[config.mk]
export PLATFORM = sky130hd
export DESIGN_NAME = pwiz_front
export DESIGN_NICKNAME = d
export VERILOG_FILES = /design/src/sv/pwiz_pkg.sv /design/src/sv/pwiz_front.sv
export SDC_FILE = /design/constraint.sdc
export NUM_CORES = 1
export LEC_CHECK = 0
export ABC_AREA = 1
export BUFFER_PORTS_ARGS = -buffer_cell sky130_fd_sc_hd__buf_4
export CAP_MARGIN = 20
export CORE_MARGIN = 2
export CORE_UTILIZATION = 40
export DETAILED_ROUTE_END_ITERATION = 8
export SYNTH_ARGS = -nofsm -noshare
export SYNTH_HDL_FRONTEND = slang
export SYNTH_SLANG_ARGS = --single-unit
[constraint.sdc]
create_clock -name clk -period 5.15 [get_ports clk]
set_input_delay 1.03 -clock clk [delete_from_list [all_inputs] [get_ports clk]]
set_output_delay 1.03 -clock clk [all_outputs]
set_load 0.1 [all_outputs]
[src/sv/pwiz_pkg.sv]
// ============================================================================
// pwiz_pkg - shared types and constants for the PID integral-zone unit
// Field widths, register indexes and the word formats passed between stages.
// ============================================================================
package pwiz_pkg;

    // Field widths
    localparam int ERR_W    = 24;   // error sample, signed Q15.8
    localparam int DER_W    = 25;   // error difference, one bit of growth
    localparam int INTEG_W  = 48;   // integral, signed Q39.8
    localparam int GAIN_W   = 32;   // gains, unsigned Q4.28
    localparam int LIMIT_W  = 23;   // zone and tolerance, unsigned Q15.8
    localparam int DRIVE_W  = 32;   // drive value, signed Q23.8
    localparam int SETTLE_W = 16;   // settle counter
    localparam int CFG_W    = 32;   // configuration data bus
    localparam int CFG_IDX_W = 3;

    // Product and sum widths in the back end
    localparam int PROD_E_W = GAIN_W + 1 + ERR_W;        // kp * error
    localparam int PROD_D_W = GAIN_W + 1 + DER_W;        // kd * difference
    localparam int HALF_W   = INTEG_W / 2;               // integral split point
    localparam int PROD_H_W = GAIN_W + 1 + HALF_W;       // ki * integral half
    localparam int SUM_A_W  = PROD_D_W + 1;              // kp*e + kd*d
    localparam int SUM_W    = GAIN_W + 1 + INTEG_W + 1;  // full exact sum
    localparam int FRAC_SH  = 28;                        // Q.36 -> Q.8

    // Register indexes
    localparam logic [CFG_IDX_W-1:0] REG_GAIN_P    = 3'd0;
    localparam logic [CFG_IDX_W-1:0] REG_GAIN_I    = 3'd1;
    localparam logic [CFG_IDX_W-1:0] REG_GAIN_D    = 3'd2;
    localparam logic [CFG_IDX_W-1:0] REG_ZONE      = 3'd3;
    localparam logic [CFG_IDX_W-1:0] REG_TOLERANCE = 3'd4;

    localparam int QUEUE_DEPTH_DEF = 4;

    localparam logic [SETTLE_W-1:0] SETTLE_MAX = '1;

    typedef struct packed {
        logic [GAIN_W-1:0] kp;
        logic [GAIN_W-1:0] ki;
        logic [GAIN_W-1:0] kd;
    } pwiz_gains_t;

    typedef struct packed {
        logic [LIMIT_W-1:0] zone;
        logic [LIMIT_W-1:0] tol;
    } pwiz_limits_t;

    // One classified sample handed from front to back
    typedef struct packed {
        logic signed [ERR_W-1:0]   err;
        logic signed [INTEG_W-1:0] integ;
        logic signed [DER_W-1:0]   deriv;
        logic [SETTLE_W-1:0]       settle;
    } pwiz_entry_t;

endpackage

[src/sv/pwiz_front.sv]
// ============================================================================
// pwiz_front - sample intake and classification
// Tracks the band, updates integral, last error and settle run per word.
// ============================================================================
module pwiz_front
(
    input  logic                         clk,
    input  logic                         rst_n,
    input  logic                         take,
    input  logic signed [pwiz_pkg::ERR_W-1:0] err,
    input  logic                         integ_clear,
    input  pwiz_pkg::pwiz_limits_t       limits,
    output pwiz_pkg::pwiz_entry_t        entry
);

    logic signed [pwiz_pkg::INTEG_W-1:0]  integ_reg, integ_next;
    logic signed [pwiz_pkg::ERR_W-1:0]    last_reg;
    logic [pwiz_pkg::SETTLE_W-1:0]        run_reg, run_next;

    logic signed [pwiz_pkg::ERR_W:0]      err_x, tol_pos, tol_neg;
    logic [pwiz_pkg::ERR_W-1:0]           mag;
    logic                                 settled, out_zone;
    logic signed [pwiz_pkg::INTEG_W:0]    sum_x;
    logic signed [pwiz_pkg::INTEG_W-1:0]  sum_sat;

    always_comb
    begin
        err_x   = {err[pwiz_pkg::ERR_W-1], err};
        tol_pos = $signed({2'b00, limits.tol});
        tol_neg = -tol_pos;
        settled = (err_x < tol_pos) && (err_x > tol_neg);
        mag     = err[pwiz_pkg::ERR_W-1] ? pwiz_pkg::ERR_W'(-err_x) : err;
        out_zone = mag > {1'b0, limits.zone};

        // Saturating add; the top two bits disagree on overflow
        sum_x = {integ_reg[pwiz_pkg::INTEG_W-1], integ_reg}
              + (pwiz_pkg::INTEG_W+1)'(err_x);
        if (sum_x[pwiz_pkg::INTEG_W] != sum_x[pwiz_pkg::INTEG_W-1])
            sum_sat = sum_x[pwiz_pkg::INTEG_W]
                    ? {1'b1, {(pwiz_pkg::INTEG_W-1){1'b0}}}
                    : {1'b0, {(pwiz_pkg::INTEG_W-1){1'b1}}};
        else
            sum_sat = sum_x[pwiz_pkg::INTEG_W-1:0];

        integ_next = (settled || out_zone) ? '0 : sum_sat;

        if (!settled)
            run_next = '0;
        else if (run_reg == pwiz_pkg::SETTLE_MAX)
            run_next = run_reg;
        else
            run_next = run_reg + 1'b1;

        entry.err    = err;
        entry.integ  = integ_next;
        entry.deriv  = err_x - {last_reg[pwiz_pkg::ERR_W-1], last_reg};
        entry.settle = run_next;
    end

    always_ff @(posedge clk or negedge rst_n)
    begin
        if (!rst_n)
        begin
            integ_reg <= '0;
            last_reg  <= '0;
            run_reg   <= '0;
        end
        else if (integ_clear)
        begin
            integ_reg <= '0;
        end
        else if (take)
        begin
            integ_reg <= integ_next;
            last_reg  <= err;
            run_reg   <= run_next;
        end
    end

endmodule

==> Word level (Yosys, flattened, before mapping) <==
Cells that the tools add are included.
{ "totals": {"regBits": 88, "input_bits": 74, "output_inout_bits": 113, "elab_cells": 26} }
{ "classes": {"add_sub_neg": 5, "magnitude_cmp": 3, "eq_ne": 2, "n_mux": 8, "n_bitwise": 1, "reduce_logical": 4} }
{ "op_table": {"columns": ["operator", "n"], "rows": [
  ["$mux W48", 5],
  ["$add A48 B24 Y49", 1],
  ["$mux W16", 2],
  ["$gt A24 B25 Y1", 1],
  ["$neg A23 Y25", 1],
  ["$sub A24 B24 Y25", 1],
  ["$gt A24 B23 Y1", 1],
  ["$lt A24 B24 Y1", 1],
  ["$mux W24", 1],
  ["$neg A24 Y24", 1],
  ["$add A16 B1 Y16 const B", 1],
  ["$eq A16 B16 Y1 const B", 1],
  ["$reduce_and A2 Y1", 1],
  ["$reduce_bool A2 Y1", 1],
  ["$logic_and A1 B1 Y1", 1],
  ["$logic_or A1 B1 Y1", 1],
  ["$ne A1 B1 Y1", 1],
  ["$not A1 Y1", 1]
]} }

==> Longest topological paths before layout <==
Gate-level depths: netlist of the first run.
{ "logic_depth": {"ltp_word": 7, "mapped_depth": 26, "mapped_depth_nobuf": 25} }

==> Worst setup path after synthesis of the first run <==
No wires, ideal clock.
{ "synth_timing": {"path_type": "in2out", "start": "in limits[1] in the netlist's numbering", "end": "out entry[0] in the netlist's numbering", "arrival_ps": 5518, "path_slack_ps": -1398, "cell_stages": 20, "cell_sequence": "nor3_1 nand3_1 nor2_2 nand4_1 nor2_1 nand2_1 nor2_2 nand2_1 nor3_1 xor2_1 ha_1 nand2_1 nor3_1 and2_1 nand2_1 nand3_1 nand2_1 nand2_1 o21ai_1 nor3_1"} }
{ "synth_rtl": {"columns": ["item", "line", "rtl"], "rows": [
  ["start, declared", "pwiz_front.sv:12", "input pwiz_pkg::pwiz_limits_t limits,"],
  ["end, declared", "pwiz_front.sv:13", "output pwiz_pkg::pwiz_entry_t entry"]
]} }

==> results of run 1 <==
==> path summary, 6_finish.rpt <==
path	start	to	slack, ns
worst max-delay path	limits[2]	entry[41]	-0.50
worst max register to register	integ_reg[22]$_DFFE_PN0P_	integ_reg[20]$_DFFE_PN0P_	2.20
max in group asynchronous	rst_n	integ_reg[35]$_DFFE_PN0P_	3.44
min in group asynchronous	rst_n	last_reg[9]$_DFFE_PN0P_	0.74
worst min register to register	integ_reg[44]$_DFFE_PN0P_	integ_reg[44]$_DFFE_PN0P_	0.49
worst min-delay path	integ_reg[44]$_DFFE_PN0P_	integ_reg[44]$_DFFE_PN0P_	0.49
==> synth_stat cells, types with 2 or more instances <==
cell,count
ha_1,145
nor4_1,3
a21oi_1,144
a31oi_1,4
buf_2,8
o211ai_1,2
a21oi_2,14
nor2_2,11
nand3_1,106
nand3b_1,2
nand4_1,38
xnor2_1,36
o21ai_0,77
xor2_1,60
o31ai_1,2
inv_2,16
and2_1,53
a21o_1,6
fa_1,2
buf_1,2
buf_4,28
o21bai_1,11
o21a_1,7
nand2_1,594
a211oi_1,4
nand2_4,3
a21oi_4,17
nor3_1,39
buf_6,3
nor2_4,8
inv_1,306
clkbuf_1,21
o21ai_1,4
nor2_1,159
dfrtp_1,88
nand2_2,19
nor3_2,2
buf_12,4
==> report_power, final <==
| part | leakage (nW) | internal, mW | switching, mW |
|---|---|---|---|
| combinational | 7.75 | 1.15 | 2.39 |
| clock | 0.140 | 0.339 | 0.371 |
| sequential | 1.18 | 0.746 | 0.0289 |
==> area by class of cell <==
class                      count  share of cell area (%)
inverter                     322                    7.00
sequential                    88                    12.7
tap                          402                    2.89
clock buffer                   9                    1.30
multi-input combinational   1579                    54.9
timing repair buffer         339                    20.9
clock inverter                 7                   0.353
==> metal layers <==
metal	up-vias	track usage, %
met5	-	0
met4	0	6.14
met3	42	3.07
met2	368	47.8
met1	6605	39.5
li1	7082	-
==> per-stage QoR <==
step	worst slack, ns	total power [mW]
2_1_floorplan	-0.0347	3.15
3_3_place_gp	-0.512	3.87
3_5_place_dp	-0.588	3.89
4_1_cts	-0.459	4.93
5_1_grt	-0.746	5.25
6_report	-0.499	5.03
==> logic make-up after synthesis <==
family                     after synthesis  synth area share, %
AOI/OAI and AO/OA                      297                 14.2
and+or+nand+nor                       1039                 34.9
buffers and inverters                  388                 12.9
adders and majority gates              147                 14.4
xor gates and xnor gates                96                 6.52
DFF                                     88                 17.1
==> what timing repair did <==
action	4_1_cts	5_1_grt
hold buffers	0	0
pin swaps	19	33
setup endpoints to repair	64	64
gates cloned	4	4
buffers inserted	17	13
resized for setup	227	61
==> worst reg2reg max path, stage by stage (launching register included) <==
cell,delay [ns]
dfrtp_1,0.39
ha_1,0.36
nand2_2,0.13
inv_1,0.05
a21oi_1,0.22
nand2_1,0.16
nand2_1,0.12
nand2_1,0.11
nand2_1,0.13
nand3_1,0.09
nand2_1,0.11
nand2_4,0.10
nand2_4,0.23
buf_12,0.31
a21oi_2,0.17
nand3_1,0.09
nand2_1,0.06
==> flow_metrics.py, run 1 <==
metrics = {
    "power": {
        "irDropWorstVdd_v": 0.000350,
        "powerDensity_mw_per_mm2": 289,
        "power_leakage_nw": 9.07,
    },
    "clock_tree": {
        "clk_latency_ns": 0.39,
        "htree_levels": 3,
        "cts_buffers": 9,
        "cts.clk_slew.worst_paths_ns": 0.08,
        "cts_max_path_buffers": 2,
        "cts_root_buf": "clkbuf_16",
        "numClockSinks": 88,
        "cts_tree": "done",
    },
    "drt": {
        "top_layer_used": "met4",
        "drt_iter0_drc": 1061,
        "wl_um": 48600,
        "vias_per_cell": 5.13,
        "ant_nets": 0,
        "drc": 0,
        "detail_route.first_pass.iterations": 5,
        "vias": 14100,
        "wl_per_cell_um": 17.7,
        "wl_met1_um": 23500,
        "routed-wl-met3_um": 2210,
        "met2_length_um": 22200,
    },
    "yosys": {
        "synth-seq-cells": 88,
        "netlist_area_mm2": 0.0129,
        "async_flop_share_pct": 100,
        "synth_top_area_share_pct": 17.3,
        "synth.distinct_cells": 45,
        "yosys_warnings": 0,
        "ys.flop_type": "dfrtp_1",
        "yosysTopAreaCell": "nand2_1",
        "netlist_top_cells_area": "nand2_1, dfrtp_1, ha_1",
        "synthCells": 2055,
        "syn_nets": 2276,
        "syn_area_per_cell_um2": 6.27,
        "seq_area_frac_synth_pct": 17.1,
        "synth_edf_count": 0,
    },
    "setup_path": {
        "worstSetupStartpointType": "primary input",
        "rr_worst_depth": 16,
        "end_kind": "output port",
        "worstPathMaxFanout": 9,
        "path_cells": "buf_4, nor3_4, nand3_2, nor2_4, nand4_1, nor2_2, nand2_2, nor2_2, nand2_1, buf_4, xor2_1, ha_1, nand4_1, nor3_2, and2_1, nand2_1, nand4_1, a21oi_4, a21oi_4, buf_12, buf_12, o21ai_4, nor2_4, buf_12",
        "critPathSlowestCell": "ha_1",
        "required_ns": 4.12,
        "critical_path.top_delay_family": "simple AND/OR/NAND/NOR gates",
        "cp.depth": 24,
        "worstSetupPathType": "primary input to output port",
        "path_buf_inv": 5,
        "cp.arrival_ns": 4.62,
        "max_stage_delay_ns": 0.27,
    },
    "timing": {
        "max_slew_margin_pct": 41.5,
        "worst_slew_pin_slew_ns": 0.877,
        "setup_tns_ns": -27.16,
        "layout_setup_ws_ns": -0.499,
        "holdWs_ns": 0.493,
        "fin_skew_ns": 0.0108,
        "fin_crit_ns": 5.65,
        "rsz0062_at_grt": "true",
        "max_freq_ghz": 0.177,
        "slew_viol_final": 0,
        "hold_violations": 0,
        "finalCritPeriodShare_pct": 110,
        "finalSetupViolCount": 64,
    },
    "cells_and_area": {
        "regArea_mm2": 0.00220,
        "layout_common_cells": "nand2_1, inv_1, buf_4",
        "synthToLayoutAreaGrowth_pct": 34.9,
        "fillCellCount": 3140,
        "final_util_pct": 55.0,
        "layout_commonest_cell": "nand2_1",
        "post-route-cell-area_mm2": 0.0174,
        "num_antenna_cells": 0,
        "drive_gt1_share_pct": 23.7,
        "largest_reg_flops": 48,
        "multi_input_area_mm2": 0.00954,
        "nNetsFinal": 2560,
        "final_cells": 2746,
    },
    "global_routing": {
        "grt_pass1_wl_um": 74900,
        "grt_pass1_vias": 13700,
        "track_usage_pct": 28.5,
        "grt-ovfl-total": 0,
        "grt_max_degree": 77,
        "antenna_found_initial": 0,
    },
    "floorplanning": {
        "rows": 65,
        "start_util_pct": 40.7,
        "die_area_mm2": 0.0337,
        "core_mm2": 0.0316,
        "die_x_um": 184,
        "die_y_um": 184,
        "io_pins": 187,
    },
    "run_status": {
        "failed_checks": "negative setup slack",
        "status": "complete, but fails checks",
    },
    "min_path": {
        "hold_class": "register to register",
        "hold_depth": 2,
    },
    "place": {
        "portBuffers": 186,
        "dpl-instance-area_mm2": 0.0157,
        "gp_congestion": 0.958,
        "hpwl_um": 38100,
        "post-place-cells": 2696,
    },
    "job": {
        "drv_cap": 0,
    },
}
(Power assumes the default switching activity.)
==> inputs of run 2 (changes only) <==
- BUFFER_PORTS_ARGS: -buffer_cell sky130_fd_sc_hd__buf_4 -> -buffer_cell sky130_fd_sc_hd__buf_2
- SKIP_LAST_GASP: not set -> 1
==> flow_metrics.py, run 2 (synthesis gave the netlist of run 1 again) <==
metrics = {
    "floorplanning": {
        "io_pins": 187,
        "start_util_pct": 40.7,
        "core_mm2": 0.0316,
        "die_area_mm2": 0.0337,
        "die_x_um": 184,
        "rows": 65,
        "die_y_um": 184,
    },
    "cells_and_area": {
        "fillCellCount": 3140,
        "layout_commonest_cell": "nand2_1",
        "layout_common_cells": "nand2_1, inv_1, ha_1",
        "largest_reg_flops": 48,
        "post-route-cell-area_mm2": 0.0172,
        "drive_gt1_share_pct": 23.9,
        "synthToLayoutAreaGrowth_pct": 33.6,
        "multi_input_area_mm2": 0.00955,
        "regArea_mm2": 0.00220,
        "final_util_pct": 54.4,
        "num_antenna_cells": 0,
        "nNetsFinal": 2566,
        "final_cells": 2752,
    },
    "timing": {
        "max_slew_margin_pct": 52.2,
        "max_freq_ghz": 0.180,
        "fin_crit_ns": 5.57,
        "layout_setup_ws_ns": -0.420,
        "worst_slew_pin_slew_ns": 0.716,
        "hold_violations": 0,
        "finalCritPeriodShare_pct": 108,
        "finalSetupViolCount": 64,
        "fin_skew_ns": 0.00882,
        "setup_tns_ns": -23.27,
        "slew_viol_final": 0,
        "rsz0062_at_grt": "true",
    },
    "power": {
        "intPower_mw": 2.26,
        "switching_power_mw": 2.75,
        "switching_share_pct": 54.9,
        "irDropWorstVdd_v": 0.000293,
        "powerDensity_mw_per_mm2": 291,
        "power_frac_seq_pct": 15.5,
        "p_clk_share_pct": 14.5,
        "power_leakage_nw": 9.07,
        "p_comb_share_pct": 70.1,
    },
    "drt": {
        "ant_nets": 0,
        "top_layer_used": "met4",
        "wl_um": 48000,
        "routed-wl-met3_um": 2500,
        "wl_met1_um": 23200,
        "drc": 0,
        "drt_iter0_drc": 903,
        "detail_route.first_pass.iterations": 6,
        "met2_length_um": 21500,
        "wl_per_cell_um": 17.4,
        "vias_per_cell": 5.11,
        "vias": 14100,
    },
    "min_path": {
        "hold_class": "register to register",
        "hold_depth": 2,
    },
    "place": {
        "post-place-cells": 2693,
        "dpl-instance-area_mm2": 0.0162,
        "portBuffers": 186,
        "gp_congestion": 0.957,
        "hpwl_um": 38700,
    },
    "setup_path": {
        "worstSetupStartpointType": "primary input",
        "required_ns": 4.12,
        "end_kind": "output port",
        "path_common_cell": "nand4_1",
        "crit_path_end": "entry[41]",
        "reg2reg_slack_ns": 2.23,
        "critPathSlowestCell": "ha_1",
        "worstSetupPathType": "primary input to output port",
        "startpoint": "limits[0]",
        "r2r_start": "integ_reg[41]$_DFFE_PN0P_",
        "rr_worst_depth": 16,
        "max_stage_delay_ns": 0.30,
        "cp.arrival_ns": 4.54,
        "r2r_end": "integ_reg[10]$_DFFE_PN0P_",
        "worstPathMaxFanout": 6,
    },
    "clock_tree": {
        "cts_root_buf": "clkbuf_16",
        "clk_latency_ns": 0.38,
        "numClockSinks": 88,
        "cts.clk_slew.worst_paths_ns": 0.07,
        "cts_buffers": 9,
        "cts_max_path_buffers": 2,
        "cts_tree": "done",
        "htree_levels": 3,
    },
    "global_routing": {
        "grt_max_degree": 51,
        "track_usage_pct": 28.5,
        "grt_pass1_wl_um": 74500,
        "antenna_found_initial": 0,
        "grt-ovfl-total": 0,
        "grt_pass1_vias": 13500,
    },
    "job": {
        "drv_cap": 0,
    },
    "run_status": {
        "status": "complete, but fails checks",
        "failed_checks": "negative setup slack",
    },
}
[run 2: final cells by class]
| cell class | count | share of cell area [%] |
|---|---|---|
| clock buffers | 9 | 1.31 |
| clock inverters | 7 | 0.451 |
| inverters | 322 | 7.07 |
| multi-input cells | 1579 | 55.5 |
| flip-flops and latches | 88 | 12.8 |
| well taps | 402 | 2.92 |
| repair buffers | 345 | 20.0 |
[run 2: power groups by stage]
stage | clock, mW | combinational, mW | sequential, mW
5_1_grt | 0.762 | 3.71 | 0.783
3_5_place_dp | 0 | 3.34 | 0.789
2_1_floorplan | 0 | 2.37 | 0.780
4_1_cts | 0.737 | 3.45 | 0.776
3_3_place_gp | 0 | 3.32 | 0.788
6_report | 0.724 | 3.51 | 0.776
[run 2: worst min-delay path by stage]
stage / start / end / slack, ns
6_report: integ_reg[24]$_DFFE_PN0P_ / integ_reg[24]$_DFFE_PN0P_ / 0.49
5_1_grt: integ_reg[14]$_DFFE_PN0P_ / integ_reg[14]$_DFFE_PN0P_ / 0.51
4_1_cts: integ_reg[24]$_DFFE_PN0P_ / integ_reg[24]$_DFFE_PN0P_ / 0.49
3_5_place_dp: integ_reg[24]$_DFFE_PN0P_ / integ_reg[24]$_DFFE_PN0P_ / 0.47
3_3_place_gp: integ_reg[0]$_DFFE_PN0P_ / integ_reg[0]$_DFFE_PN0P_ / 0.47
2_1_floorplan: integ_reg[47]$_DFFE_PN0P_ / integ_reg[47]$_DFFE_PN0P_ / 0.45
[run 2: per-stage QoR]
stage	worst slack (ns)	total power, mW	hold WS, ns
after floorplan	-0.0347	3.15	0.453
after global placement	-0.484	4.11	0.468
after detailed placement	-0.520	4.13	0.473
after CTS	-0.384	4.96	0.491
after global routing	-0.642	5.26	0.506
final	-0.420	5.01	0.487
[run 2: critical path, delay by kind of cell]
family,cells,cell delay [ns]
simple gates,15,1.94
buf+inv,5,0.64
xor+xnor,1,0.15
compound gates,3,0.34
fa+ha+maj,2,0.43
[run 2: routing by layer]
layer  vias to the layer above  global-route usage, %
met4                         0                   6.98
met3                        40                   3.11
li1                       7109                      -
met5                         -                      0
met2                       360                   46.1
met1                      6565                   40.6
[run 2: what timing repair did]
item                       CTS  global route
hold buffers                 0             0
pin swaps                   24            22
hold endpoints to repair     0             0
resized for setup           62            36
setup endpoints to repair   64            64
buffers inserted            30            11
cloned                       2             3
==> inputs of run 3 (changes only) <==
- BUFFER_PORTS_ARGS: -buffer_cell sky130_fd_sc_hd__buf_2 -> not set
- DONT_BUFFER_PORTS: not set -> 1
==> flow_metrics.py, run 3 (synthesis gave the netlist of run 1 again) <==
metrics = {
    "run_status": {
        "status": "complete, but fails checks",
        "failed_checks": "negative setup slack",
    },
    "floorplanning": {
        "io_pins": 187,
        "die_y_um": 184,
        "rows": 65,
        "die_area_mm2": 0.0337,
        "core_mm2": 0.0316,
        "die_x_um": 184,
        "start_util_pct": 40.7,
    },
    "global_routing": {
        "track_usage_pct": 27.2,
        "grt_pass1_vias": 12900,
        "grt_pass1_wl_um": 71400,
        "antenna_found_initial": 0,
        "grt_max_degree": 89,
        "grt-ovfl-total": 0,
    },
    "cells_and_area": {
        "final_util_pct": 51.5,
        "layout_commonest_cell": "nand2_1",
        "nNetsFinal": 2391,
        "layout_common_cells": "nand2_1, inv_1, ha_1",
        "synthToLayoutAreaGrowth_pct": 26.3,
        "fillCellCount": 3196,
        "largest_reg_flops": 48,
        "final_cells": 2577,
        "regArea_mm2": 0.00220,
        "post-route-cell-area_mm2": 0.0163,
        "num_antenna_cells": 0,
        "multi_input_area_mm2": 0.00966,
        "drive_gt1_share_pct": 18.4,
    },
    "setup_path": {
        "worstSetupPathType": "primary input to output port",
        "max_stage_delay_ns": 0.32,
        "end_kind": "output port",
        "startpoint": "limits[0]",
        "worstPathMaxFanout": 7,
        "critical_path.top_delay_family": "simple AND/OR/NAND/NOR gates",
        "r2r_start": "integ_reg[0]$_DFFE_PN0P_",
        "cp.arrival_ns": 4.29,
        "critPathSlowestCell": "ha_1",
        "path_buf_inv": 8,
        "required_ns": 4.12,
        "path_common_cell": "nand4_1",
        "worstSetupStartpointType": "primary input",
    },
    "timing": {
        "fin_crit_ns": 5.32,
        "worst_slew_pin_slew_ns": 0.830,
        "fin_skew_ns": 0.0140,
        "layout_setup_ws_ns": -0.174,
        "rsz0062_at_grt": "true",
        "finalSetupViolCount": 59,
        "hold_violations": 0,
        "max_slew_margin_pct": 44.6,
        "slew_viol_final": 0,
        "max_freq_ghz": 0.188,
        "setup_tns_ns": -7.28,
        "holdWs_ns": 0.338,
        "finalCritPeriodShare_pct": 103,
    },
    "clock_tree": {
        "clk_latency_ns": 0.39,
        "numClockSinks": 88,
        "cts_tree": "done",
        "cts_buffers": 9,
        "cts.clk_slew.worst_paths_ns": 0.08,
        "htree_levels": 3,
        "cts_root_buf": "clkbuf_16",
        "cts_hold_buffers": 0,
        "cts_max_path_buffers": 2,
    },
    "power": {
        "powerDensity_mw_per_mm2": 299,
        "power_leakage_nw": 8.33,
        "power_mw": 4.87,
        "irDropWorstVdd_v": 0.000268,
    },
    "drt": {
        "wl_per_cell_um": 17.6,
        "ant_nets": 0,
        "met2_length_um": 20800,
        "drc": 0,
        "top_layer_used": "met4",
        "wl_um": 45500,
        "vias_per_cell": 5.20,
        "vias": 13400,
        "drt_iter0_drc": 989,
        "routed-wl-met3_um": 2480,
        "detail_route.first_pass.iterations": 5,
        "wl_met1_um": 21500,
    },
    "place": {
        "portBuffers": 0,
        "pre_cts_ws_ns": -0.322,
        "hpwl_um": 35500,
        "gp_congestion": 0.975,
        "dpl-instance-area_mm2": 0.0154,
        "post-place-cells": 2535,
    },
    "min_path": {
        "hold_class": "primary input to asynchronous set/reset pin",
    },
    "job": {
        "drv_cap": 0,
    },
}
-- run 3: where the power goes --
| part | total, mW | switching, mW | internal [mW] | leakage, nW |
|---|---|---|---|---|
| clock | 0.755 | 0.368 | 0.388 | 0.146 |
| combinational | 3.34 | 2.23 | 1.11 | 7.01 |
| sequential | 0.775 | 0.0295 | 0.746 | 1.18 |
| total | 4.87 | 2.62 | 2.25 | 8.33 |
-- run 3: worst paths after layout --
| check | slack [ns] | endpoint | cells past startpoint |
|---|---|---|---|
| setup / recovery | -0.17 | entry[41] | 27 |
| hold / removal | 0.34 | last_reg[3]$_DFFE_PN0P_ | 0 |
| setup reg to reg | 2.01 | integ_reg[15]$_DFFE_PN0P_ | 19 |
| hold reg to reg | 0.49 | integ_reg[21]$_DFFE_PN0P_ | 2 |
| max in group asynchronous | 4.60 | integ_reg[37]$_DFFE_PN0P_ | 0 |
| min in group clk | 0.49 | integ_reg[21]$_DFFE_PN0P_ | 2 |
-- run 3: metal layers --
metal	global-route usage, %	vias to the layer above
met3	2.83	41
li1	-	6753
met1	38.1	6244
met4	6.40	0
met5	0	-
met2	45.1	371
-- run 3: layout make-up --
class / instances / area share (%)
Inverter: 322 / 7.79
Sequential cell: 88 / 13.5
Clock inverter: 7 / 0.522
Timing Repair Buffer: 170 / 14.4
Clock buffer: 9 / 1.38
Multi-Input combinational cell: 1579 / 59.3
Tap cell: 402 / 3.09
-- run 3: repair_timing --
item,CTS,global route
pin swaps,17,27
resized for setup,65,27
buffers inserted,11,13
hold endpoints to repair,0,0
cloned,5,1
endpoints found under the setup margin,50,64
