**config.mk**
```make
export PLATFORM = sky130hd
export DESIGN_NAME = pwiz_queue
export DESIGN_NICKNAME = d
export VERILOG_FILES = /design/src/sv/pwiz_pkg.sv /design/src/sv/pwiz_queue.sv
export SDC_FILE = /design/constraint.sdc
export NUM_CORES = 1
export LEC_CHECK = 0
export ABC_CLOCK_PERIOD_IN_PS = 4430
export BUFFER_PORTS_ARGS = -buffer_cell sky130_fd_sc_hd__buf_2
export CORE_ASPECT_RATIO = 2
export CORE_MARGIN = 2
export CORE_UTILIZATION = 57
export CTS_CLUSTER_SIZE = 10
export DETAILED_ROUTE_END_ITERATION = 10
export HOLD_SLACK_MARGIN = 0.15
export PLACE_DENSITY_LB_ADDON = 0.1
export SKIP_LAST_GASP = 1
export SYNTH_ARGS = -nofsm -noshare
export SYNTH_HDL_FRONTEND = slang
export SYNTH_SLANG_ARGS = --single-unit
```
**constraint.sdc**
```tcl
create_clock -name clk -period 4.43 [get_ports clk]
set_input_delay 0.886 -clock clk [delete_from_list [all_inputs] [get_ports clk]]
set_output_delay 0.886 -clock clk [all_outputs]
set_load 0.01 [all_outputs]
```
**src/sv/pwiz_pkg.sv**
```systemverilog
// ============================================================================
// pwiz_pkg - shared types and constants for the PID integral-zone unit
// Field widths, register indexes and the word formats passed between stages.
// ============================================================================
package pwiz_pkg;

    // Field widths
    localparam int ERR_W    = 24;   // error sample, signed Q15.8
    localparam int DER_W    = 25;   // error difference, one bit of growth
    localparam int INTEG_W  = 48;   // integral, signed Q39.8
    localparam int GAIN_W   = 32;   // gains, unsigned Q4.28
    localparam int LIMIT_W  = 23;   // zone and tolerance, unsigned Q15.8
    localparam int DRIVE_W  = 32;   // drive value, signed Q23.8
    localparam int SETTLE_W = 16;   // settle counter
    localparam int CFG_W    = 32;   // configuration data bus
    localparam int CFG_IDX_W = 3;

    // Product and sum widths in the back end
    localparam int PROD_E_W = GAIN_W + 1 + ERR_W;        // kp * error
    localparam int PROD_D_W = GAIN_W + 1 + DER_W;        // kd * difference
    localparam int HALF_W   = INTEG_W / 2;               // integral split point
    localparam int PROD_H_W = GAIN_W + 1 + HALF_W;       // ki * integral half
    localparam int SUM_A_W  = PROD_D_W + 1;              // kp*e + kd*d
    localparam int SUM_W    = GAIN_W + 1 + INTEG_W + 1;  // full exact sum
    localparam int FRAC_SH  = 28;                        // Q.36 -> Q.8

    // Register indexes
    localparam logic [CFG_IDX_W-1:0] REG_GAIN_P    = 3'd0;
    localparam logic [CFG_IDX_W-1:0] REG_GAIN_I    = 3'd1;
    localparam logic [CFG_IDX_W-1:0] REG_GAIN_D    = 3'd2;
    localparam logic [CFG_IDX_W-1:0] REG_ZONE      = 3'd3;
    localparam logic [CFG_IDX_W-1:0] REG_TOLERANCE = 3'd4;

    localparam int QUEUE_DEPTH_DEF = 4;

    localparam logic [SETTLE_W-1:0] SETTLE_MAX = '1;

    typedef struct packed {
        logic [GAIN_W-1:0] kp;
        logic [GAIN_W-1:0] ki;
        logic [GAIN_W-1:0] kd;
    } pwiz_gains_t;

    typedef struct packed {
        logic [LIMIT_W-1:0] zone;
        logic [LIMIT_W-1:0] tol;
    } pwiz_limits_t;

    // One classified sample handed from front to back
    typedef struct packed {
        logic signed [ERR_W-1:0]   err;
        logic signed [INTEG_W-1:0] integ;
        logic signed [DER_W-1:0]   deriv;
        logic [SETTLE_W-1:0]       settle;
    } pwiz_entry_t;

endpackage

```
**src/sv/pwiz_queue.sv**
```systemverilog
// ============================================================================
// pwiz_queue - short queue between intake and arithmetic
// Holds classified words so each side can stall on its own.
// ============================================================================
module pwiz_queue
#(
    parameter int DEPTH = pwiz_pkg::QUEUE_DEPTH_DEF
)
(
    input  logic                  clk,
    input  logic                  rst_n,
    input  logic                  push,
    input  pwiz_pkg::pwiz_entry_t push_entry,
    output logic                  full,
    input  logic                  pop,
    output logic                  not_empty,
    output pwiz_pkg::pwiz_entry_t head
);

    localparam int PTR_W = (DEPTH > 1) ? $clog2(DEPTH) : 1;
    localparam int CNT_W = $clog2(DEPTH + 1);
    localparam logic [PTR_W-1:0] LAST = PTR_W'(DEPTH - 1);

    pwiz_pkg::pwiz_entry_t slots_reg [DEPTH];
    logic [PTR_W-1:0] wr_reg, rd_reg;
    logic [CNT_W-1:0] cnt_reg;

    assign full      = cnt_reg == CNT_W'(DEPTH);
    assign not_empty = cnt_reg != '0;
    assign head      = slots_reg[rd_reg];

    always_ff @(posedge clk)
    begin
        if (push)
            slots_reg[wr_reg] <= push_entry;
    end

    always_ff @(posedge clk or negedge rst_n)
    begin
        if (!rst_n)
        begin
            wr_reg  <= '0;
            rd_reg  <= '0;
            cnt_reg <= '0;
        end
        else
        begin
            if (push)
                wr_reg <= (wr_reg == LAST) ? '0 : wr_reg + 1'b1;
            if (pop)
                rd_reg <= (rd_reg == LAST) ? '0 : rd_reg + 1'b1;
            if (push && !pop)
                cnt_reg <= cnt_reg + 1'b1;
            else if (pop && !push)
                cnt_reg <= cnt_reg - 1'b1;
        end
    end

endmodule

```
Yosys cells after proc, flatten, opt, wreduce, memory -nomap -nowiden
Memory sizes are Yosys's and may differ from the RTL's.
Cells that the tools add are included.
{"block": "totals", "reg_bits": 7, "latchBits": 0, "ram_bits": 452, "romBits": 0, "input_bits": 117, "wordCells": 23, "mem_count": 1}
{"name": "slots_reg", "depth": 4, "word_bits": 113, "rd": 1, "rd_clocked_by_memory_dff": 0, "write_ports": 1, "line": "pwiz_queue.sv:24", "text": "pwiz_pkg::pwiz_entry_t slots_reg [DEPTH];"}
{"block": "classes", "addsub": 4, "multipliers": 0, "div_mod_pow": 0, "magnitude_cmp": 0, "eq_ne": 3, "n_shift": 0, "mux": 6, "n_bitwise": 0, "reduce_logical": 6}
{"cell": "$mux W3", "count": 2}
{"cell": "$add A2 B1 Y2 const B", "count": 2}
{"cell": "$eq A2 B2 Y1 const B", "count": 2}
{"cell": "$mux W2", "count": 2}
{"cell": "$add A3 B1 Y3 const B", "count": 1}
{"cell": "$eq A3 B3 Y1 const B", "count": 1}
{"cell": "$reduce_bool A3 Y1", "count": 1}
{"cell": "$sub A3 B1 Y3 const B", "count": 1}
{"cell": "$logic_and A1 B1 Y1", "count": 2}
{"cell": "$logic_not A1 Y1", "count": 2}
{"cell": "$mux W1", "count": 2}
{"cell": "$reduce_bool A2 Y1", "count": 1}

Longest topological paths before layout
Gate-level depths: netlist of run 1.
{"block": "logic_depth", "word_depth": 4, "ltp_mapped": 7, "mapped_depth_nobuf": 7}

Worst setup path before layout of run 1
No wires, ideal clock.
{"block": "synth_timing", "kind": "input to register", "startpoint": "input push", "endpoint": "memory slots_reg[2][0] (netlist bit) (enable)", "setup_time_ns": 0.485, "t_arrival_ns": 3.485, "required_time_ns": 3.945, "setup_slack_ns": 0.461, "cell_stages": 1, "path_buffers": 0, "path_cell_list": "and2_1"}
{"block": "synth_between", "elab_chain_len": 2}
{"element": "start: declaration", "line": "pwiz_queue.sv:12", "text": "input logic push,"}
{"element": "$mux W1", "line": "pwiz_queue.sv:34", "text": "if (push)"}
{"element": "$mux W1 (implied by the code)", "line": "pwiz_queue.sv:35", "text": "slots_reg[wr_reg] <= push_entry;"}
{"element": "end: declaration", "line": "pwiz_queue.sv:24"}
No other way between the ends.

==> load_flow_metrics.sql, run 1 <==
INSERT INTO impl_metrics (metric_group, metric, value, unit) VALUES
('floorplan', 'start_util', '57.9', '%'),
('logic_synthesis', 'yosysUniqueCellTypes', '19', ''),
('global_routing', 'grt_usage', '21.6', '%'),
('clocking', 'clk_latency', '550', 'ps'),
('routing', 'detail_route.wl_per_cell', '25.6', 'um'),
('setup_path', 'critical_path_buf_inv_count', '2', ''),
('routing', 'ant_nets', '0', ''),
('routing', 'num_vias', '7459', ''),
('flow_run', 'max_cap_viol_count', '0', ''),
('power_and_ir_drop', 'ir_drop', '564', 'uV'),
('global_routing', 'antenna_violations_before_repair', '5', ''),
('sta', 'finalClockSkew', '12.5', 'ps'),
('setup_path', 'cp_max_fo', '40', ''),
('finish', 'synthesis_to_layout_area_growth', '17.8', '%'),
('floorplan', 'core.rowCount', '88', ''),
('worst_hold_path', 'hold_path.class', 'register to register', ''),
('logic_synthesis', 'synth-xor-area-share', '0.157', '%'),
('power_and_ir_drop', 'sw_frac_of_total', '28.0', '%'),
('placement', 'io_buffer_count', '231', ''),
('floorplan', 'ioPinCount', '232', ''),
('logic_synthesis', 'synth_seq_area_share', '82.3', '%'),
('floorplan', 'floorplan_die_area', '0.0308', 'sq mm'),
('power_and_ir_drop', 'internal_power', '9280', 'uW'),
('power_and_ir_drop', 'p_switching', '3620', 'uW'),
('floorplan', 'die-height', '246', 'um'),
('clocking', 'cts_tree', 'built', ''),
('clocking', 'cts-root-buf', 'clkbuf_16', ''),
('logic_synthesis', 'synth_compound_gate_area_share', '0.0599', '%'),
('placement', 'detailedPlacementHpwl', '20.1', 'mm'),
('run_status', 'run_status', 'finished, final reports clean', ''),
('global_routing', 'pin_count_of_the_biggest_net_entering_global_routing', '77', ''),
('sta', 'fin_worst_hold_slack', '491', 'ps'),
('sta', 'finalSetupViolations', '0', ''),
('routing', 'detail_route.vias_per_cell', '5.85', ''),
('setup_path', 'startpoint_type', 'register', ''),
('power_and_ir_drop', 'power-per-cell-area', '656', 'mW/mm^2'),
('finish', 'drive_gt1_share', '46.1', '%'),
('setup_path', 'timing.critical_path.slowest_cell_delay', '950', 'ps'),
('sta', 'final_hold_violation_count', '0', ''),
('routing', 'drcViolationCount', '0', ''),
('logic_synthesis', 'synth_top_cell_area_share', '81.3', '%'),
('clocking', 'htreeDepth', '2', ''),
('logic_synthesis', 'synth_adder_area_share', '0.569', '%'),
('sta', 'min_period_over_period', '80.6', '%'),
('setup_path', 'critical_path.slowest_cell', 'dfrtp_4', ''),
('clocking', 'worst_setup_hold_path_clk_slew', '50', 'ps'),
('setup_path', 'timing.critical_path.cells', 'buf_4 > mux4_2 > buf_2', ''),
('finish', 'layout.cells.non_filler', '1276', ''),
('logic_synthesis', 'synth_top_cell_by_area', 'edfxtp_1', ''),
('setup_path', 'kind_of_critical_path', 'register to output pin', ''),
('routing', 'dr.first_iter.drc_count', '533', ''),
('floorplan', 'die_w', '125', 'um'),
('global_routing', 'wire_length_of_the_first_global_routing_pass', '49.6', 'mm'),
('clocking', 'clock-sinks', '459', ''),
('setup_path', 'worstPathRequired', '3540', 'ps'),
('sta', 'fmaxAchievable', '280', 'MHz'),
('floorplan', 'floorplan.core_area', '0.0288', 'sq mm'),
('placement', 'gp_congestion', '0.706', ''),
('sta', 'totalNegativeSetupSlack', '0', 'ps'),
('clocking', 'cts_repair_resized_insts', '0', ''),
('power_and_ir_drop', 'share_clk_of_total_power', '27.3', '%'),
('routing', 'postRouteWirelength', '32.7', 'mm'),
('logic_synthesis', 'synth_area_leaders', 'edfxtp_1, mux4_2, dfrtp_1', ''),
('clocking', 'cts.repair_timing.setup_buffer_count', '0', ''),
('logic_synthesis', 'synthesis.nets', '752', ''),
('logic_synthesis', 'synth_warnings', '0', ''),
('setup_path', 'setup.worst_path.end_class', 'output pin', ''),
('power_and_ir_drop', 'power_leakage', '0.00672', 'uW'),
('setup_path', 'worst_path_dominant_cell_family', 'flip-flops', ''),
('sta', 'tightestPinTransition', '906', 'ps'),
('sta', 'relSlewSlack', '39.6', '%');
[area by class of cell]
cell class	count	area, sq um
Inverter	4	15.0
Tap cell	360	450
Clock buffer	62	1320
Fill cell	1900	9170
Sequential cell	459	13800
Multi-Input combinational cell	139	2780
Timing Repair Buffer	247	1340
Antenna cell	4	10.0
Clock inverter	1	8.76
[what timing repair did]
action | CTS | global route
hold buffers | 1 | 0
setup endpoints to repair | 0 | 0
endpoints found under the hold margin | 7 | 0
[per-stage QoR]
stage | power, uW | setup WS [ps] | utilization (%) | cell area [sq um]
after global placement | 9460 | 1370 | 63.5 | 18300
final | 12900 | 861 | 68.2 | 19700
after CTS | 13100 | 748 | 68.2 | 19700
after global routing | 13500 | 666 | 68.2 | 19700
after floorplan | 8230 | 461 | - | 16700
after detailed placement | 9570 | 1340 | 63.5 | 18300
[worst register-to-register path, delay by kind of cell, from the launching register on]
family        cells  cell delay (ps)
simple gates      1              750
buf+inv           1              470
flops             1              400
fa+ha+maj         1              200
[worst paths after layout]
check                           startpoint                to  slack [ps]  depth (start not counted)
worst max-delay path             rd_reg[0]         head[102]         860                          3
worst min-delay path            cnt_reg[2]        cnt_reg[2]         490                          1
worst max register to register   wr_reg[0]  slots_reg[3][58]        2250                          3
worst min register to register  cnt_reg[2]        cnt_reg[2]         490                          1
max in group asynchronous            rst_n         rd_reg[1]        3530                          2
min in group asynchronous            rst_n         wr_reg[0]         710                          2
[placed cells by master (no fill, tap or decap), drive strengths merged]
master,n
nand2,2
dfrtp,7
nor2,3
or3,1
edfxtp,452
xor2,2
fa,1
nor3b,1
mux2,3
ha,6
mux4,113
xnor2,1
dlygate4sd3,1
clkbuf,62
diode,4
o21ai,2
buf,246
inv,5
and2,4
[Yosys cell counts]
cell type	count
inv_1	4
edfxtp_1	452
buf_4	1
mux4_2	113
fa_1	1
ha_1	6
o21ai_0	2
or3_1	1
dfrtp_1	7
nor3b_1	1
mux2_2	3
nor2_1	3
buf_2	14
nand2_1	2
buf_6	7
and2_1	4
xor2_1	2
xnor2_1	1
clkbuf_1	4
[cell families after synthesis]
family,count (synthesis)
flops,459
mux,116
buf+inv,30
simple gates,11
fa+ha+maj,7
xor+xnor,3
compound gates,2
[metal layers]
metal / share of wire [%] / vias to the layer above / GRT usage [%]
li1: - / 3236 / -
met1: 35 / 3897 / 25.0
met2: 56 / 267 / 38.7
met3: 6.0 / 57 / 5.02
met4: 3.0 / 2 / 8.82
met5: 0.040 / - / 0
[power by group through the flow]
stage	clock network, uW	logic, uW	registers, uW
finish	3520	3420	5970
global route	3760	3660	6030
CTS	3600	3520	5990
detailed placement	0	3500	6070
global placement	0	3450	6010
floorplan	0	2400	5830
Note: power is estimated with default switching activity, not from simulation.
==> run 2: changes to the inputs <==
Settings changed: ABC_CLOCK_PERIOD_IN_PS 4430 to 2900, CORE_UTILIZATION 57 to 51.
Clock period 4.43 ns to 2.9 ns, I/O delays scaled along.
==> load_flow_metrics.sql, run 2 (synthesized netlist as in run 1, its figures left out) <==
INSERT INTO impl_metrics (metric_group, metric, value, unit) VALUES
('routing', 'drcViolationCount', '0', ''),
('global_routing', 'grt_pass1_vias', '8452', ''),
('sta', 'min_period_over_period', '96.5', '%'),
('power_and_ir_drop', 'power-per-cell-area', '1000', 'mW/mm^2'),
('placement', 'placement.cell_area', '0.0186', 'sq mm'),
('floorplan', 'core.rowCount', '93', ''),
('clocking', 'clk_latency', '560', 'ps'),
('power_and_ir_drop', 'share_clk_of_total_power', '27.7', '%'),
('sta', 'finalClockSkew', '20.0', 'ps'),
('setup_path', 'worstPathRequired', '2320', 'ps'),
('routing', 'num_vias', '7467', ''),
('clocking', 'cts-root-buf', 'clkbuf_16', ''),
('finish', 'final_common_cell', 'edfxtp_1', ''),
('setup_path', 'startpoint_type', 'register', ''),
('clocking', 'cts_tree', 'built', ''),
('routing', 'detail_route.vias_per_cell', '5.47', ''),
('routing', 'dr.first_iter.drc_count', '501', ''),
('power_and_ir_drop', 'ir_drop', '686', 'uV'),
('finish', 'drive_gt1_share', '46.1', '%'),
('finish', 'largest_register_ffs', '452', ''),
('global_routing', 'grt_usage', '19.8', '%'),
('setup_path', 'timing.critical_path.cells', 'buf_12 > mux4_2 > buf_2', ''),
('power_and_ir_drop', 'power_leakage', '0.00683', 'uW'),
('routing', 'ant_nets', '0', ''),
('routing', 'postRouteWirelength', '33.6', 'mm'),
('setup_path', 'critical_path.slowest_cell', 'mux4_2', ''),
('sta', 'min_period', '2800', 'ps'),
('floorplan', 'floorplan_die_area', '0.0343', 'sq mm'),
('power_and_ir_drop', 'finalPower', '20100', 'uW'),
('power_and_ir_drop', 'power_frac_comb', '28.1', '%'),
('sta', 'fin_worst_hold_slack', '222', 'ps'),
('setup_path', 'cp_data_arrival_time', '2220', 'ps'),
('flow_run', 'max_cap_viol_count', '0', ''),
('floorplan', 'start_util', '51.8', '%'),
('clocking', 'cts_buffers', '51', ''),
('floorplan', 'floorplan.core_area', '0.0322', 'sq mm'),
('sta', 'drv_slew', '0', ''),
('sta', 'relSlewSlack', '62.3', '%'),
('run_status', 'run_status', 'finished, final reports clean', ''),
('finish', 'design.final.nets', '1034', ''),
('placement', 'gp_congestion', '0.742', ''),
('setup_path', 'cp_max_fo', '31', ''),
('power_and_ir_drop', 'p_switching', '5630', 'uW'),
('setup_path', 'worst_path_dominant_cell_family', 'multiplexers', ''),
('clocking', 'worst_setup_hold_path_clk_slew', '60', 'ps'),
('sta', 'final_hold_violation_count', '0', ''),
('finish', 'synthesis_to_layout_area_growth', '19.8', '%'),
('placement', 'detailedPlacementHpwl', '21.4', 'mm'),
('setup_path', 'setup.worst_path.end_class', 'output pin', ''),
('sta', 'setup_repair_after_global_routing_missed_its_margin', 'true', ''),
('placement', 'io_buffer_count', '231', ''),
('routing', 'detail_route.wl_per_cell', '24.7', 'um'),
('clocking', 'clock-sinks', '459', ''),
('setup_path', 'critical_path_buf_inv_count', '2', ''),
('setup_path', 'timing.critical_path.slowest_cell_delay', '590', 'ps'),
('power_and_ir_drop', 'sw_frac_of_total', '28.0', '%'),
('sta', 'tightestPinTransition', '566', 'ps'),
('floorplan', 'ioPinCount', '232', ''),
('finish', 'finalCoreUtilization', '62.1', '%'),
('global_routing', 'wire_length_of_the_first_global_routing_pass', '50.3', 'mm'),
('global_routing', 'antenna_violations_before_repair', '9', ''),
('finish', 'post-route-cell-area', '0.0200', 'sq mm'),
('clocking', 'htreeDepth', '2', ''),
('worst_hold_path', 'hold_path.class', 'input pin to register', ''),
('global_routing', 'pin_count_of_the_biggest_net_entering_global_routing', '49', ''),
('global_routing', 'globalRouteOverflowTotal', '0', ''),
('sta', 'fmaxAchievable', '357', 'MHz'),
('routing', 'drt_first_pass_iters', '5', ''),
('clocking', 'cts.path.max_buffers', '3', ''),
('power_and_ir_drop', 'p_seq_share', '44.2', '%'),
('sta', 'finalSetupViolations', '0', ''),
('setup_path', 'kind_of_critical_path', 'register to output pin', ''),
('power_and_ir_drop', 'internal_power', '14500', 'uW'),
('floorplan', 'die-height', '260', 'um'),
('finish', 'layout_common_cells', 'edfxtp_1, buf_2, mux4_2, clkbuf_16, clkbuf_1', ''),
('floorplan', 'die_w', '132', 'um');
==> run 2: worst paths after layout <==
kind / startpoint / end / slack (ps) / depth (start not counted)
worst max-delay path: rd_reg[0] / head[86] / 100 / 3
worst min-delay path: push_entry[86] / slots_reg[2][86] / 220 / 1
worst max register to register: wr_reg[1] / slots_reg[1][44] / 1020 / 4
worst min register to register: cnt_reg[2] / cnt_reg[2] / 510 / 1
max in group asynchronous: rst_n / rd_reg[0] / 2280 / 2
min in group asynchronous: rst_n / rd_reg[1] / 400 / 2
==> run 2: final cells by class <==
type,instances,area (sq um)
well taps,427,534
flip-flops and latches,459,13800
clock buffers,73,1400
multi-input cells,139,2780
inverters,4,15.0
diodes,7,17.5
repair buffers,255,1510
fillers,2240,12200
==> run 2: per-layer routing <==
| layer | GRT usage, % | wire length, um |
|---|---|---|
| met1 | 22.5 | 11800 |
| met4 | 8.70 | 980 |
| met2 | 36.0 | 19000 |
| met3 | 4.23 | 1760 |
| met5 | 0 | 26 |
==> run 2: timing repair <==
item                                    in CTS  in global routing
endpoints found under the hold margin        7                  0
gates cloned                                 0                  0
endpoints found under the setup margin       8                 21
hold buffers                                 1                  0
resized for setup                            1                  2
setup buffers                                1                  0
==> run 2: per-stage QoR <==
step,setup TNS (ps),setup WS [ps],cells
6_report,0,100,1364
4_1_cts,0,14.2,1357
3_3_place_gp,0,592,1282
5_1_grt,-4.33,-4.33,1364
2_1_floorplan,0,443,628
3_5_place_dp,0,582,1282
==> run 2: power groups by stage <==
| stage | Combinational [uW] | Clock [uW] | Sequential, uW |
|---|---|---|---|
| floorplan | 3670 | 0 | 8830 |
| global placement | 5650 | 0 | 8990 |
| detailed placement | 5720 | 0 | 9070 |
| CTS | 5840 | 5680 | 8900 |
| global route | 6070 | 5900 | 8970 |
| finish | 5650 | 5570 | 8880 |
==> run 3: changes to the inputs <==
Settings changed: CELL_PAD_IN_SITES_DETAIL_PLACEMENT set to 0, CELL_PAD_IN_SITES_GLOBAL_PLACEMENT set to 1, CORE_UTILIZATION 51 to 45.
==> load_flow_metrics.sql, run 3 (synthesized netlist as in run 1, its figures left out) <==
INSERT INTO impl_metrics (metric_group, metric, value, unit) VALUES
('finish', 'layout_common_cells', 'edfxtp_1, buf_2, mux4_2, clkbuf_16, clkbuf_1', ''),
('sta', 'tightestPinTransition', '575', 'ps'),
('finish', 'layout.cells.non_filler', '1383', ''),
('clocking', 'cts.repair_timing.setup_buffer_count', '0', ''),
('clocking', 'cts_tree', 'built', ''),
('finish', 'drive_gt1_share', '45.8', '%'),
('floorplan', 'floorplan.core_area', '0.0365', 'sq mm'),
('finish', 'layout.filler_cells', '2782', ''),
('global_routing', 'globalRouteMet3Util', '3.78', '%'),
('placement', 'io_buffer_count', '231', ''),
('clocking', 'cts.path.max_buffers', '3', ''),
('sta', 'drv_slew', '0', ''),
('clocking', 'worst_setup_hold_path_clk_slew', '60', 'ps'),
('power_and_ir_drop', 'power_leakage', '0.00679', 'uW'),
('flow_run', 'max_cap_viol_count', '0', ''),
('power_and_ir_drop', 'ir_drop', '609', 'uV'),
('floorplan', 'die_w', '140', 'um'),
('sta', 'min_period', '2770', 'ps'),
('setup_path', 'r2r_startpoint', 'wr_reg[0]', ''),
('sta', 'finalSetupViolations', '0', ''),
('floorplan', 'ioPinCount', '232', ''),
('routing', 'postRouteWirelength', '33.6', 'mm'),
('routing', 'num_vias', '7472', ''),
('global_routing', 'pin_count_of_the_biggest_net_entering_global_routing', '50', ''),
('clocking', 'cts-root-buf', 'clkbuf_16', ''),
('placement', 'gp_congestion', '0.693', ''),
('setup_path', 'worstPathRequired', '2320', 'ps'),
('setup_path', 'cp_max_fo', '16', ''),
('floorplan', 'die-height', '276', 'um'),
('sta', 'setup_repair_after_global_routing_missed_its_margin', 'false', ''),
('sta', 'final_hold_violation_count', '0', ''),
('finish', 'synthesis_to_layout_area_growth', '19.6', '%'),
('sta', 'totalNegativeSetupSlack', '0', 'ps'),
('setup_path', 'worst_reg2reg_path_endpoint', 'slots_reg[0][33]', ''),
('clocking', 'clk_latency', '560', 'ps'),
('routing', 'drcViolationCount', '0', ''),
('global_routing', 'antenna_violations_before_repair', '3', ''),
('setup_path', 'setup.worst_path.end_class', 'output pin', ''),
('setup_path', 'startpoint_type', 'register', ''),
('finish', 'final_common_cell', 'edfxtp_1', ''),
('global_routing', 'wire_length_of_the_first_global_routing_pass', '51.4', 'mm'),
('power_and_ir_drop', 'power-per-cell-area', '1000', 'mW/mm^2'),
('setup_path', 'crit_path_start', 'rd_reg[0]', ''),
('placement', 'detailedPlacementHpwl', '21.5', 'mm'),
('placement', 'placed_cells', '1304', ''),
('global_routing', 'grt_usage', '17.7', '%'),
('global_routing', 'globalRouteOverflowTotal', '0', ''),
('setup_path', 'cp_data_arrival_time', '2190', 'ps'),
('finish', 'finalCoreUtilization', '54.7', '%'),
('routing', 'drt_first_pass_iters', '4', ''),
('worst_hold_path', 'hold_depth', '1', ''),
('setup_path', 'kind_of_critical_path', 'register to output pin', ''),
('sta', 'relSlewSlack', '61.6', '%'),
('clocking', 'htreeDepth', '2', ''),
('finish', 'design.final.nets', '1028', ''),
('global_routing', 'gr-max-usage-layer', 'met2', ''),
('clocking', 'cts_buffers', '51', ''),
('global_routing', 'grt_pass1_vias', '8623', ''),
('global_routing', 'm2_gr_usage', '34.2', '%'),
('routing', 'detail_route.vias_per_cell', '5.40', ''),
('sta', 'fmaxAchievable', '361', 'MHz'),
('setup_path', 'setup.reg_to_reg.worst_slack', '1000', 'ps'),
('routing', 'detail_route.wl_per_cell', '24.3', 'um'),
('sta', 'finalClockSkew', '19.7', 'ps'),
('floorplan', 'start_util', '45.7', '%'),
('run_status', 'run_status', 'finished, final reports clean', ''),
('floorplan', 'floorplan_die_area', '0.0388', 'sq mm'),
('worst_hold_path', 'worst_hold_startpoint', 'push_entry[43]', ''),
('worst_hold_path', 'hold_path.class', 'input pin to register', ''),
('floorplan', 'core.rowCount', '99', ''),
('finish', 'largest_register_ffs', '452', ''),
('sta', 'min_period_over_period', '95.5', '%'),
('worst_hold_path', 'worst_hold_path.endpoint', 'slots_reg[0][43]', ''),
('global_routing', 'grtUsageMet1', '18.6', '%'),
('setup_path', 'worstRegToRegCells', '4', ''),
('routing', 'dr.first_iter.drc_count', '383', ''),
('routing', 'ant_nets', '0', ''),
('clocking', 'clock-sinks', '459', '');
[run 3: cell count changes in the layout (fill, tap and decap cells not counted)]
cell       delta
clkbuf_16     -2
buf_4         -4
buf_6         -3
inv_6         +3
buf_12        +1
clkbuf_1      +1
diode_2       -4
[run 3: cell type report]
cell class | instances | area, sq um | share of cell area (%)
Antenna cell | 3 | 7.51 | 0.0376
Clock buffer | 72 | 1360 | 6.78
Clock inverter | 3 | 26.3 | 0.132
Inverter | 4 | 15.0 | 0.0752
Multi-Input combinational cell | 139 | 2780 | 13.9
Sequential cell | 459 | 13800 | 68.9
Tap cell | 454 | 568 | 2.84
Timing Repair Buffer | 249 | 1470 | 7.35
[run 3: repair_timing]
action | CTS | global route
hold endpoints to repair | 7 | 0
hold buffers | 1 | 0
resized for setup | 0 | 0
[run 3: layer usage]
layer  up-vias  share of wire, %
met5         -             0.021
met4         2               3.0
met3        60               5.3
met2       209                57
met1      3940                34
li1       3261                 -
[run 3: how the worst max path moves through the flow]
stage | depth (start not counted) | end
2_1_floorplan | 3 | slots_reg[2][0]
3_3_place_gp | 3 | head[71]
3_5_place_dp | 3 | head[71]
4_1_cts | 3 | head[20]
5_1_grt | 3 | head[71]
6_report | 3 | head[75]
[run 3: worst max-delay path: stages, from the launching register on]
cell,delay [ps]
dfrtp_4,550
buf_4,350
mux4_2,550
buf_2,160
[run 3: through the flow]
step	worst slack (ps)	instance area (sq um)	total power (uW)	hold WS (ps)
after floorplan	443	16700	12500	284
after global placement	680	18600	14700	426
after detailed placement	662	18600	14800	437
after CTS	58.3	20000	20400	198
after global routing	18.3	20000	21000	207
final	131	20000	20000	232
[run 3: power breakdown]
| part | leakage, uW | total, uW | switching [uW] | internal (uW) |
|---|---|---|---|---|
| clock | 0.000667 | 5500 | 2310 | 3190 |
| sequential | 0.00423 | 8890 | 384 | 8510 |
| combinational | 0.00189 | 5600 | 2950 | 2650 |
| total | 0.00679 | 20000 | 5640 | 14400 |
